--- config.mk ---
export PLATFORM = sky130hd
export DESIGN_NAME = directory_record_walker_core
export DESIGN_NICKNAME = d
export VERILOG_FILES = /design/src/rtl/dirw_pkg.sv /design/src/rtl/directory_record_walker_core.sv /design/src/rtl/dirw_front.sv /design/src/rtl/dirw_queue.sv /design/src/rtl/dirw_back.sv
export SDC_FILE = /design/constraint.sdc
export NUM_CORES = 1
export LEC_CHECK = 0
export BUFFER_PORTS_ARGS = -buffer_cell sky130_fd_sc_hd__buf_2
export CELL_PAD_IN_SITES_DETAIL_PLACEMENT = 1
export CELL_PAD_IN_SITES_GLOBAL_PLACEMENT = 1
export CORE_MARGIN = 3
export CORE_UTILIZATION = 50
export DETAILED_ROUTE_END_ITERATION = 7
export PLACE_DENSITY_LB_ADDON = 0.1
export SYNTH_ARGS = -nofsm -noshare
export SYNTH_HDL_FRONTEND = slang
export SYNTH_SLANG_ARGS = --single-unit
export TNS_END_PERCENT = 1
--- constraint.sdc ---
create_clock -name clk -period 9.7 [get_ports clk]
set_input_delay 0.485 -clock clk [delete_from_list [all_inputs] [get_ports clk]]
set_output_delay 0.485 -clock clk [all_outputs]
set_load 0.01 [all_outputs]
--- src/rtl/dirw_pkg.sv ---
// Shared types and constants for the directory record walker.
// Used by the front, queue, back and top-level modules.
package dirw_pkg;

  localparam int POS_W     = 21;
  localparam int OFS_W     = 20;
  localparam int HDR_BYTES = 8;

  typedef struct packed {
    logic [31:0]      entry_inode;
    logic [15:0]      rec_len;
    logic [7:0]       entry_type;
    logic [7:0]       name_length;
    logic [OFS_W-1:0] name_offset;
  } dirw_rec_t;

  typedef struct packed {
    logic full;
    logic valid;
  } dirw_qstat_t;

endpackage

--- src/rtl/directory_record_walker_core.sv ---
// Top level of the directory record walker: front end, entry queue, output stage.
// Depends on dirw_pkg, dirw_front, dirw_queue and dirw_back.
//
//  channel | direction | handshake          | payload
//  in_     | input     | in_valid/in_stall   | in_data_byte[7:0], in_first_byte
//  out_    | output    | out_valid/out_stall | inode, record/name length, type, name offset
//  cfg_    | input     | cfg_valid/cfg_ready | cfg_buffer_length[20:0]
//
// One byte per cycle while in_stall is low; a decoded entry from a record's last header
// byte passes through the queue write, then the output register, before it appears on out_.
// Reset is synchronous, active low; buffer length resets to 512.
// in_stall rises only when the QUEUE_DEPTH-entry queue is full; cfg_ready is always high.
module directory_record_walker_core import dirw_pkg::*; #(
  parameter int QUEUE_DEPTH = 4
) (
  input  logic             clk,
  input  logic             rst_n,
  input  logic             in_valid,
  output logic             in_stall,
  input  logic [7:0]       in_data_byte,
  input  logic             in_first_byte,
  output logic             out_valid,
  input  logic             out_stall,
  output logic [31:0]      out_entry_inode,
  output logic [15:0]      out_rec_len,
  output logic [7:0]       out_entry_type,
  output logic [7:0]       out_name_length,
  output logic [OFS_W-1:0] out_name_offset,
  input  logic             cfg_valid,
  output logic             cfg_ready,
  input  logic [POS_W-1:0] cfg_buffer_length
);

  logic        acc, push, pop;
  dirw_rec_t   push_rec, head_rec, out_rec;
  dirw_qstat_t qstat;

  assign acc       = in_valid && !in_stall;
  assign in_stall  = qstat.full;
  assign cfg_ready = 1'b1;

  dirw_front u_front (
    .clk               (clk),
    .rst_n             (rst_n),
    .cfg_valid         (cfg_valid),
    .cfg_buffer_length (cfg_buffer_length),
    .acc               (acc),
    .data_byte         (in_data_byte),
    .first_byte        (in_first_byte),
    .push              (push),
    .push_rec          (push_rec)
  );

  dirw_queue #(.DEPTH(QUEUE_DEPTH)) u_queue (
    .clk      (clk),
    .rst_n    (rst_n),
    .push     (push),
    .push_rec (push_rec),
    .pop      (pop),
    .stat     (qstat),
    .head_rec (head_rec)
  );

  dirw_back u_back (
    .clk       (clk),
    .rst_n     (rst_n),
    .qstat     (qstat),
    .head_rec  (head_rec),
    .out_stall (out_stall),
    .pop       (pop),
    .out_valid (out_valid),
    .out_rec   (out_rec)
  );

  assign out_entry_inode = out_rec.entry_inode;
  assign out_rec_len     = out_rec.rec_len;
  assign out_entry_type  = out_rec.entry_type;
  assign out_name_length = out_rec.name_length;
  assign out_name_offset = out_rec.name_offset;

endmodule

--- src/rtl/dirw_front.sv ---
// Front end: takes buffer bytes, tracks position and header window, decodes records.
// Depends on dirw_pkg; pushes decoded entries into dirw_queue.
module dirw_front import dirw_pkg::*; (
  input  logic             clk,
  input  logic             rst_n,
  input  logic             cfg_valid,
  input  logic [POS_W-1:0] cfg_buffer_length,
  input  logic             acc,
  input  logic [7:0]       data_byte,
  input  logic             first_byte,
  output logic             push,
  output dirw_rec_t        push_rec
);

  logic [POS_W-1:0] buf_len_r, buf_len_nxt;
  logic [POS_W-1:0] pos_r, pos_nxt;
  logic [POS_W-1:0] nrs_r, nrs_nxt;
  logic [63:0]      win_r, win_nxt;
  logic             stop_r, stop_nxt;

  logic [POS_W-1:0] p, nrs_e;
  logic [63:0]      win_e, win_new;
  logic             stop_e, active, hdr, fits, emit;
  logic [POS_W:0]   hdr_end, next_start;
  logic [POS_W+1:0] name_end;
  logic [31:0]      ino;
  logic [15:0]      rlen;
  logic [7:0]       nlen;
  logic [POS_W-1:0] name_ofs;

  always_comb begin
    p       = first_byte ? '0 : pos_r;
    nrs_e   = first_byte ? '0 : nrs_r;
    win_e   = first_byte ? '0 : win_r;
    stop_e  = first_byte ? 1'b0 : stop_r;
    active  = p < buf_len_r;
    win_new = {win_e[55:0], data_byte};
    ino     = win_new[63:32];
    rlen    = win_new[31:16];
    nlen    = win_new[7:0];
    hdr_end    = {1'b0, nrs_e} + (POS_W+1)'(HDR_BYTES - 1);
    hdr        = active && !stop_e && ({1'b0, p} == hdr_end);
    name_ofs   = nrs_e + POS_W'(HDR_BYTES);
    name_end   = {2'b0, nrs_e} + (POS_W+2)'(HDR_BYTES) + (POS_W+2)'(nlen);
    fits       = name_end <= {2'b0, buf_len_r};
    next_start = {1'b0, nrs_e} + (POS_W+1)'(rlen);
    emit       = hdr && (rlen != '0) && (ino != '0) && (nlen != '0) && fits;

    pos_nxt  = pos_r;
    nrs_nxt  = nrs_r;
    win_nxt  = win_r;
    stop_nxt = stop_r;
    if (acc) begin
      pos_nxt  = p;
      nrs_nxt  = nrs_e;
      win_nxt  = win_e;
      stop_nxt = stop_e;
      if (active) begin
        pos_nxt = p + POS_W'(1);
        win_nxt = win_new;
        if (hdr) begin
          if (rlen == '0) begin
            stop_nxt = 1'b1;
          end else if (next_start[POS_W]) begin
            stop_nxt = 1'b1;
          end else begin
            nrs_nxt = next_start[POS_W-1:0];
          end
        end
      end
    end
    buf_len_nxt = cfg_valid ? cfg_buffer_length : buf_len_r;

    push                  = acc && emit;
    push_rec.entry_inode  = ino;
    push_rec.rec_len      = rlen;
    push_rec.entry_type   = win_new[15:8];
    push_rec.name_length  = nlen;
    push_rec.name_offset  = name_ofs[OFS_W-1:0];
  end

  always_ff @(posedge clk) begin
    if (!rst_n) begin
      buf_len_r <= POS_W'(512);
      pos_r     <= '0;
      nrs_r     <= '0;
      win_r     <= '0;
      stop_r    <= 1'b0;
    end else begin
      buf_len_r <= buf_len_nxt;
      pos_r     <= pos_nxt;
      nrs_r     <= nrs_nxt;
      win_r     <= win_nxt;
      stop_r    <= stop_nxt;
    end
  end

endmodule

--- src/rtl/dirw_queue.sv ---
// Short entry queue between the front end and the output stage.
// Depends on dirw_pkg for the entry type.
module dirw_queue import dirw_pkg::*; #(
  parameter int DEPTH = 4
) (
  input  logic        clk,
  input  logic        rst_n,
  input  logic        push,
  input  dirw_rec_t   push_rec,
  input  logic        pop,
  output dirw_qstat_t stat,
  output dirw_rec_t   head_rec
);

  localparam int PTR_W = (DEPTH > 1) ? $clog2(DEPTH) : 1;
  localparam int CNT_W = $clog2(DEPTH + 1);

  dirw_rec_t        mem_r [DEPTH];
  logic [PTR_W-1:0] wr_ptr_r, wr_ptr_nxt, rd_ptr_r, rd_ptr_nxt;
  logic [CNT_W-1:0] cnt_r, cnt_nxt;

  always_comb begin
    wr_ptr_nxt = wr_ptr_r;
    rd_ptr_nxt = rd_ptr_r;
    cnt_nxt    = cnt_r;
    if (push) begin
      wr_ptr_nxt = (wr_ptr_r == PTR_W'(DEPTH - 1)) ? '0 : wr_ptr_r + PTR_W'(1);
    end
    if (pop) begin
      rd_ptr_nxt = (rd_ptr_r == PTR_W'(DEPTH - 1)) ? '0 : rd_ptr_r + PTR_W'(1);
    end
    if (push && !pop) begin
      cnt_nxt = cnt_r + CNT_W'(1);
    end else if (pop && !push) begin
      cnt_nxt = cnt_r - CNT_W'(1);
    end
    stat.full  = cnt_r == CNT_W'(DEPTH);
    stat.valid = cnt_r != '0;
    head_rec   = mem_r[rd_ptr_r];
  end

  always_ff @(posedge clk) begin
    if (push) begin
      mem_r[wr_ptr_r] <= push_rec;
    end
  end

  always_ff @(posedge clk) begin
    if (!rst_n) begin
      wr_ptr_r <= '0;
      rd_ptr_r <= '0;
      cnt_r    <= '0;
    end else begin
      wr_ptr_r <= wr_ptr_nxt;
      rd_ptr_r <= rd_ptr_nxt;
      cnt_r    <= cnt_nxt;
    end
  end

endmodule

--- src/rtl/dirw_back.sv ---
// Output stage: moves entries from the queue into the result register.
// Depends on dirw_pkg for the entry and queue status types.
module dirw_back import dirw_pkg::*; (
  input  logic        clk,
  input  logic        rst_n,
  input  dirw_qstat_t qstat,
  input  dirw_rec_t   head_rec,
  input  logic        out_stall,
  output logic        pop,
  output logic        out_valid,
  output dirw_rec_t   out_rec
);

  logic      valid_r, valid_nxt;
  dirw_rec_t rec_r;
  logic      open;

  always_comb begin
    open      = !valid_r || !out_stall;
    pop       = open && qstat.valid;
    valid_nxt = open ? qstat.valid : valid_r;
    out_valid = valid_r;
    out_rec   = rec_r;
  end

  always_ff @(posedge clk) begin
    if (pop) begin
      rec_r <= head_rec;
    end
  end

  always_ff @(posedge clk) begin
    if (!rst_n) begin
      valid_r <= 1'b0;
    end else begin
      valid_r <= valid_nxt;
    end
  end

endmodule

==> results of run 1 <==
[layout by cell type, fill, tap and decap left out, types with 46 or more instances in the layout]
| master | netlist | final |
|---|---|---|
| mux4_2 | 84 | 84 |
| clkbuf_16 | 0 | 56 |
| buf_2 | 6 | 119 |
| a22oi_1 | 58 | 58 |
| a21oi_1 | 46 | 46 |
| nor2b_1 | 92 | 92 |
| xnor2_1 | 62 | 62 |
| dfxtp_1 | 128 | 126 |
| nand2_1 | 72 | 72 |
| ha_1 | 71 | 71 |
| inv_1 | 54 | 52 |
| nor2_1 | 151 | 151 |
| edfxtp_1 | 420 | 420 |
[through the flow]
step / utilization, % / instance area, µm² / hold slack [ns] / cells / worst slack [ns]
finish: 57.4 / 26900 / 0.0932 / 2460 / 2.68
global route: 57.4 / 26900 / 0.0948 / 2460 / 2.21
CTS: 57.4 / 26900 / 0.0697 / 2460 / 2.77
detailed placement: 53.5 / 25100 / 0.479 / 2356 / 2.17
global placement: 53.5 / 25100 / 0.471 / 2356 / 2.37
floorplan: - / 23900 / 0.458 / 1704 / 1.64
[final timing paths]
path                                      startpoint                    to  slack (ns)  depth (start not counted)
worst max register to register      u_front.nrs_r[3]  u_queue.mem_r[0][72]        2.78                         21
worst min-delay path            cfg_buffer_length[9]  u_front.buf_len_r[9]        0.09                          3
worst max-delay path                   in_first_byte  u_queue.mem_r[0][72]        2.68                         21
worst min register to register     u_front.win_r[33]     u_front.win_r[33]        0.50                          2
[registers in the layout, summed over array words and instances (netlist names)]
register,count
u_front.buf_len_r,21
u_front.stop_r,1
u_front.win_r,56
u_queue.cnt_r,3
u_back.out_rec,84
u_front.nrs_r,21
u_queue.rd_ptr_r,2
u_queue.wr_ptr_r,2
u_back.out_valid,1
u_front.pos_r,21
u_queue.mem_r,336
[cells by family (layout without fill, tap and decap cells)]
group	count (synthesis)	in the layout	synth area share, %
flops	548	548	63.4
simple gates	500	500	10.9
compound gates	219	219	6.49
buf+inv	148	297	2.43
mux	109	109	8.95
xor+xnor	101	101	3.69
fa+ha+maj	78	78	4.13
other cells	1	1	0.0157
[power breakdown]
part           leakage, nW  switching [mW]  total, mW  internal (mW)
sequential            4.96           0.138       2.94           2.80
clock                0.884           0.918       2.16           1.24
combinational         3.65           0.527      0.920          0.394
[layer usage]
metal  wire [µm]  track usage (%)
met1       27900             34.7
met2       31000             42.0
met3        2440             3.38
met4        1240             5.84
met5           0                0
[layout make-up]
class                           count  area (µm²)
Clock inverter                     33         350
Sequential cell                   548       15200
Tap cell                          607         759
Multi-Input combinational cell   1008        8210
Inverter                           54         205
Timing Repair Buffer              139         746
Fill cell                        4480       20000
Clock buffer                       71        1480
[worst max-delay path, cell delays in order]
cell      delay [ns]
buf_4           0.49
buf_4           0.77
nor2_1          0.28
ha_1            0.40
a21oi_1         0.25
nand2b_1        0.09
o311a_1         0.32
o21ai_0         0.36
nand2b_1        0.34
o21a_1          0.17
ha_1            0.23
and3_1          0.20
a221oi_1        0.25
o21ai_0         0.13
a21oi_1         0.17
o211ai_1        0.10
o21ai_0         0.27
o2111a_1        0.27
and3_1          0.31
and2_4          0.91
buf_4           0.38
==> reports/summary.txt, run 1 <==
RSZ-0062 raised after global routing -> no
Setup Skew -> 0.0175 ns
DR vias/cell -> 5.96
Post-synth top flop -> edfxtp_1
Post-Route WL -> 62,500 µm
clock slew at reported path FFs -> 0.06 ns
cts hold-fix bufs -> 0
routability cong. -> 0.865
Peak Freq -> 142 MHz
top cells by area, synth -> edfxtp_1 (53%), dfxtp_1 (11%), mux4_2 (7.9%)
VDD IR max -> 141 µV
Die Wd -> 225 µm
Worst-Margin Slew -> 1.27 ns
DRT Pass-1 Iters -> 5
first-pass GRT wire length -> 95,300 µm
Yosys cell types -> 78
top-count cell post-synth -> edfxtp_1
Post-synth EDFFs -> 420
Post-Syn Area per Cell -> 14.1 µm²
Synth top cells by count -> edfxtp_1 (420), nor2_1 (151), dfxtp_1 (128), nor2b_1 (92), mux4_2 (84)
post-cts sizing count -> 0
die footprint -> 50,600 µm²
root buf cell -> clkbuf_16
Core Region -> 47,000 µm²
CTS buffer count -> 56
diode count -> 0
IO buf count -> 120
Hold Vio Cnt, Final -> 0
setup TNS -> 0 ns
worst skew pair latency -> 0.62 ns
final setup violation count -> 0
Hold/Removal Path Class -> in2reg
status -> finished clean
CTS sink count -> 548
vias post-DR -> 14,700
hpwl dp -> 42,700 µm
share of cells above drive strength 1 -> 17.8%
worst setup path category -> in2reg
final period utilization -> 72.4%
# IOs -> 122
WL/cell -> 25.4 µm
Setup crit end kind -> register
Yosys top cell by area -> edfxtp_1
CTS tree -> yes
largest net degree at the start of global routing -> 81
initial core utilization -> 51.0%
Final Slew Violations -> 0
Max Cap Viol -> 0
Worst EP required -> 10.01 ns
crit path launch type -> input pin
register area share after synthesis -> 63.4%
GR Util All Layers -> 24.9%
residual DRC count -> 0
site row count -> 79
post-synth top area share -> 52.7%
Die Ht -> 225 µm
Worst EP arrival -> 7.33 ns
Post-Syn Nets -> 1,813
Final min period -> 7.02 ns
initial DRC count -> 1,085
grt ovf -> 0
tightest slew margin relative to the limit -> 15.1%
Cell Pwr Density -> 223 nW/µm²
initial antenna violation count -> 0
leakage -> 9.49 nW
Ys Warns -> 0
CP max FO -> 70
H-Tree Depth -> 2
Cell Area, Synth -> 23,900 µm²
antenna-violating nets left -> 0
Max Root-Sink Buffers -> 3
vias in the first global route -> 15,200
cells after synthesis -> 1,704
postcts setup bufs -> 0
area delta synth->final -> 12.5%
# nets final -> 1,916
Async S/R FF share, synth -> 0%
Final Power -> 6.02 mW
Seq cells post-synth -> 548
(Power assumes the default switching activity.)
==> inputs of run 2 (changes only) <==
Settings changed: CORE_UTILIZATION 50 to 46.
Clock period 9.7 ns to 6.31 ns, I/O delays scaled along.
==> reports/summary.txt, run 2 (synthesized netlist as in run 1, its figures left out) <==
Worst setup endpoint -> u_queue.cnt_r[2]
critical path depth -> 25
vias post-DR -> 14,700
routability cong. -> 0.862
worst setup path category -> reg2reg
largest net degree at the start of global routing -> 69
Max Root-Sink Buffers -> 3
Cell Pwr Density -> 336 nW/µm²
leakage -> 9.83 nW
commonest non-fill, non-tap cell in the layout -> edfxtp_1
worst skew pair latency -> 0.62 ns
GR peak layer -> met2
fin area -> 27,600 µm²
hpwl dp -> 43,100 µm
initial antenna violation count -> 2
Fill cells -> 4,952
RSZ-0062 raised after global routing -> no
residual DRC count -> 0
final core utilization -> 54.4%
CP max stage delay -> 0.45 ns
die footprint -> 54,800 µm²
Most flops, register -> u_queue.mem_r
CTS tree -> yes
Setup crit end kind -> register
share of cells above drive strength 1 -> 19.0%
CTS sink count -> 548
final setup violation count -> 0
GR Util All Layers -> 23.1%
initial core utilization -> 47.1%
Final Power -> 9.27 mW
Worst EP arrival -> 6.37 ns
CP startpoint -> u_front.nrs_r[2]
first-pass GRT wire length -> 95,900 µm
VDD IR max -> 210 µV
Final min period -> 5.84 ns
met1 Use GR -> 31.7%
Min Hold Slack -> 0.0697 ns
Worst EP required -> 6.85 ns
crit path launch type -> register
Final Slew Violations -> 0
WL/cell -> 24.1 µm
H-Tree Depth -> 2
Worst R2R End -> u_queue.cnt_r[2]
# nets final -> 1,976
R2R setup slack -> 0.47 ns
Core Region -> 50,800 µm²
CTS buffer count -> 57
postcts setup bufs -> 0
root buf cell -> clkbuf_16
Die Ht -> 234 µm
Setup Skew -> 0.0208 ns
Max Cap Viol -> 0
DRT Pass-1 Iters -> 5
met3 Use GR -> 3.29%
Peak Freq -> 171 MHz
area delta synth->final -> 15.4%
Post-Route WL -> 62,400 µm
DR vias/cell -> 5.67
tightest slew margin relative to the limit -> 37.3%
grt ovf -> 0
initial DRC count -> 918
Hold Vio Cnt, Final -> 0
most frequent cells in the layout -> edfxtp_1 (420), nor2_1 (151), dfxtp_1 (126)
Die Wd -> 234 µm
# IOs -> 122
reg2reg start -> u_front.nrs_r[2]
Buf/Inv on CP -> 3
site row count -> 82
met2 usage -> 39.3%
vias in the first global route -> 15,800
Hold/Removal Path Class -> in2reg
diode count -> 0
clock slew at reported path FFs -> 0.06 ns
worst hold path cell count -> 1
Area after DPL -> 25,600 µm²
setup TNS -> 0 ns
status -> finished clean
max reg flops -> 336
Worst-Margin Slew -> 0.932 ns
Reg2Reg Depth -> 25
CP max stage cell -> dfxtp_1
CP max FO -> 7
final period utilization -> 92.5%
IO buf count -> 120
Top delay family on crit path -> compound AO/OA/AOI/OAI gates
antenna-violating nets left -> 0
[run 2: cell count changes in the layout (fill, tap and decap cells not counted), sizes merged]
cell	delta
bufinv	-2
clkbuf	+6
clkinvlp	+2
clkinv	-5
inv	+1
dlygate4sd3	+23
buf	+36
[run 2: worst reg2reg max path: cells and delay by family (launching register included)]
family                   cells  cell delay (ns)
AND/OR/NAND/NOR              5             0.92
AO/OA/AOI/OAI               12             2.65
flip-flops                   1             0.45
XOR/XNOR                     1             0.16
buffers and inverters        3             0.44
adder cells (fa/ha/maj)      4             1.16
[run 2: routing by layer]
metal	wire length [µm]	up-vias	share of wire [%]
met2	30800	243	49
met5	0	-	0
met4	1250	0	2.0
li1	-	6764	-
met1	28200	7574	45
met3	2140	80	3.4
[run 2: layout make-up]
type	instances	area, µm²	share of cell area, %
Clock buffer	77	1530	5.54
Tap cell	672	841	3.04
Sequential cell	548	15200	54.9
Multi-Input combinational cell	1008	8210	29.7
Inverter	54	205	0.743
Timing Repair Buffer	198	1380	5.01
Clock inverter	29	284	1.03
[run 2: power by group]
| part | switching, mW | internal [mW] |
|---|---|---|
| clock network | 1.41 | 1.88 |
| registers | 0.171 | 4.32 |
| logic | 0.857 | 0.639 |
[run 2: how the worst min path moves through the flow]
| stage | endpoint | start | slack, ns |
|---|---|---|---|
| global route | u_queue.mem_r[2][24] | in_data_byte[4] | 0.05 |
| CTS | u_queue.mem_r[1][21] | in_data_byte[1] | 0.03 |
| finish | u_queue.mem_r[3][24] | in_data_byte[4] | 0.07 |
| floorplan | u_queue.mem_r[0][20] | in_data_byte[0] | 0.41 |
| global placement | u_back.out_valid | u_back.out_valid | 0.45 |
| detailed placement | u_front.win_r[39] | u_front.win_r[39] | 0.48 |
[run 2: metrics by stage]
step / setup slack (ns) / std cells
6_report: 0.474 / 2586
4_1_cts: 0.366 / 2586
3_5_place_dp: 0.300 / 2457
3_3_place_gp: 0.340 / 2457
5_1_grt: 0.104 / 2586
2_1_floorplan: 0.0807 / 1704
[run 2: repair_timing]
action                                  in CTS  in global routing
endpoints found under the setup margin       0                  1
endpoints found under the hold margin       26                  0
gates resized for setup                      0                  1
hold buffers                                23                  0
==> inputs of run 3 (changes only) <==
Settings changed: CORE_UTILIZATION 46 to 47, PLACE_DENSITY set to 0.78, PLACE_DENSITY_LB_ADDON 0.1 to unset, SYNTH_HIERARCHICAL set to 1.
==> reports/summary.txt, run 3 <==
crit path launch type -> register
RSZ-0062 raised after global routing -> no
max reg flops -> 336
Core Region -> 50,800 µm²
antenna-violating nets left -> 0
Fill cells -> 4,985
Worst EP required -> 6.84 ns
IO buf count -> 120
Cell Pwr Density -> 261 nW/µm²
Post-Syn Area per Cell -> 14.2 µm²
worst skew pair latency -> 0.61 ns
first-pass GRT wire length -> 98,500 µm
CP max stage cell -> fa_1
area delta synth->final -> 14.2%
CTS tree -> yes
cells after synthesis -> 1,717
Top delay family on crit path -> compound AO/OA/AOI/OAI gates
CTS buffer count -> 56
CP max FO -> 9
fin area -> 27,900 µm²
residual DRC count -> 0
top-count cell post-synth -> edfxtp_1
root buf cell -> clkbuf_16
Async S/R FF share, synth -> 0%
most frequent cells in the layout -> edfxtp_1 (420), nor2b_1 (177), dfxtp_1 (127)
clock slew at reported path FFs -> 0.06 ns
Post-synth top flop -> edfxtp_1
share of cells above drive strength 1 -> 19.1%
Area after DPL -> 25,900 µm²
# IOs -> 122
Max Cap Viol -> 0
worst setup path category -> reg2reg
final period utilization -> 91.8%
Placed Cells -> 2,451
initial core utilization -> 48.1%
VDD IR max -> 197 µV
CTS sink count -> 550
DRT Pass-1 Iters -> 5
Post-Route WL -> 64,100 µm
Yosys cell types -> 78
Peak Freq -> 173 MHz
DR vias/cell -> 5.82
Hold/Removal Path Class -> in2reg
diode count -> 0
Worst EP arrival -> 6.33 ns
hpwl dp -> 44,200 µm
CP max stage delay -> 0.42 ns
vias in the first global route -> 16,000
Final min period -> 5.79 ns
Seq cells post-synth -> 550
Setup Skew -> 0.0234 ns
final cell count without fillers -> 2,579
Post-synth EDFFs -> 420
vias post-DR -> 15,000
Die Ht -> 234 µm
routability cong. -> 0.933
post-synth top area share -> 51.6%
Most flops, register -> u_queue/mem_r
initial DRC count -> 1,247
WL/cell -> 24.9 µm
Worst-Margin Slew -> 1.24 ns
GR Util All Layers -> 23.8%
top cells by area, synth -> edfxtp_1 (52%), dfxtp_1 (11%), mux4_2 (7.7%)
Reg area -> 15,200 µm²
Post-Syn Nets -> 1,829
register area share after synthesis -> 62.2%
grt ovf -> 0
H-Tree Depth -> 2
initial antenna violation count -> 0
site row count -> 82
final setup violation count -> 0
Yosys top cell by area -> edfxtp_1
Ys Warns -> 6
setup TNS -> 0 ns
Die Wd -> 234 µm
Final Power -> 7.28 mW
Setup crit end kind -> register
commonest non-fill, non-tap cell in the layout -> edfxtp_1
Buf/Inv on CP -> 3
Synth top cells by count -> edfxtp_1 (420), nor2b_1 (177), dfxtp_1 (130), mux4_2 (84), ha_1 (75)
area of the multi-input gates -> 8590 µm²
Cell Area, Synth -> 24,400 µm²
Max Root-Sink Buffers -> 3
tightest slew margin relative to the limit -> 17.1%
status -> finished clean
leakage -> 9.60 nW
Final Slew Violations -> 0
# nets final -> 1,973
Worst path most repeated cell -> a21o_1
Min Hold Slack -> 0.0262 ns
die footprint -> 54,800 µm²
Hold Vio Cnt, Final -> 0
largest net degree at the start of global routing -> 77
run 3: power breakdown:
| part | internal [mW] | switching [mW] |
|---|---|---|
| logic | 0.0770 | 0.131 |
| clock network | 1.80 | 1.40 |
| registers | 3.86 | 0.0119 |
| total | 5.74 | 1.54 |
run 3: worst register-to-register path: cells and delay by family (launching register included):
kind / cells / cell delay (ns)
buffers and inverters: 3 / 0.25
XOR/XNOR: 3 / 0.53
AND/OR/NAND/NOR: 6 / 1.14
flip-flops: 1 / 0.40
AO/OA/AOI/OAI: 12 / 1.86
adder cells (fa/ha/maj): 5 / 1.55
run 3: worst paths after layout:
kind                        start  depth (start not counted)              endpoint  slack (ns)
max reg2reg      u_front/nrs_r[1]                         29      u_queue/cnt_r[2]        0.52
max              u_front/nrs_r[1]                         29      u_queue/cnt_r[2]        0.52
min reg2reg  u_front/buf_len_r[5]                          2  u_front/buf_len_r[5]        0.52
min               in_data_byte[6]                          1  u_queue/mem_r[3][26]        0.03
run 3: metal layers:
| layer | global-route usage [%] | routed length (µm) | vias to the layer above |
|---|---|---|---|
| li1 | - | - | 6798 |
| met1 | 31.3 | 26800 | 7692 |
| met2 | 41.3 | 32700 | 401 |
| met3 | 3.05 | 2720 | 108 |
| met4 | 7.13 | 1900 | 0 |
| met5 | 0 | 0 | - |
run 3: final cells by class:
| type | instances | area share, % |
|---|---|---|
| Sequential cell | 550 | 54.5 |
| Multi-Input combinational cell | 1012 | 30.8 |
| Clock buffer | 66 | 5.27 |
| Timing Repair Buffer | 187 | 4.58 |
| Tap cell | 672 | 3.01 |
| Clock inverter | 38 | 1.12 |
| Inverter | 54 | 0.726 |
run 3: cells by family after synthesis:
| family | count (synthesis) | share of synthesized area [%] |
|---|---|---|
| compound gates | 240 | 7.06 |
| xor+xnor | 88 | 3.15 |
| fa+ha+maj | 81 | 4.17 |
| buf+inv | 155 | 2.93 |
| flops | 550 | 62.2 |
| mux | 114 | 8.97 |
| other cells | 1 | 0.0153 |
| simple gates | 488 | 11.5 |
run 3: what timing repair did:
item,CTS,global route
setup buffers,0,1
resized for setup,0,3
hold endpoints to repair,24,0
hold buffers,23,0
endpoints found under the setup margin,0,115
run 3: stage by stage:
step                      setup slack [ns]  utilization, %
after floorplan                     0.0358               -
after global placement               0.418            51.0
after detailed placement             0.230            51.0
after CTS                            0.302            54.9
after global routing                0.0183            55.0
final                                0.517            55.0
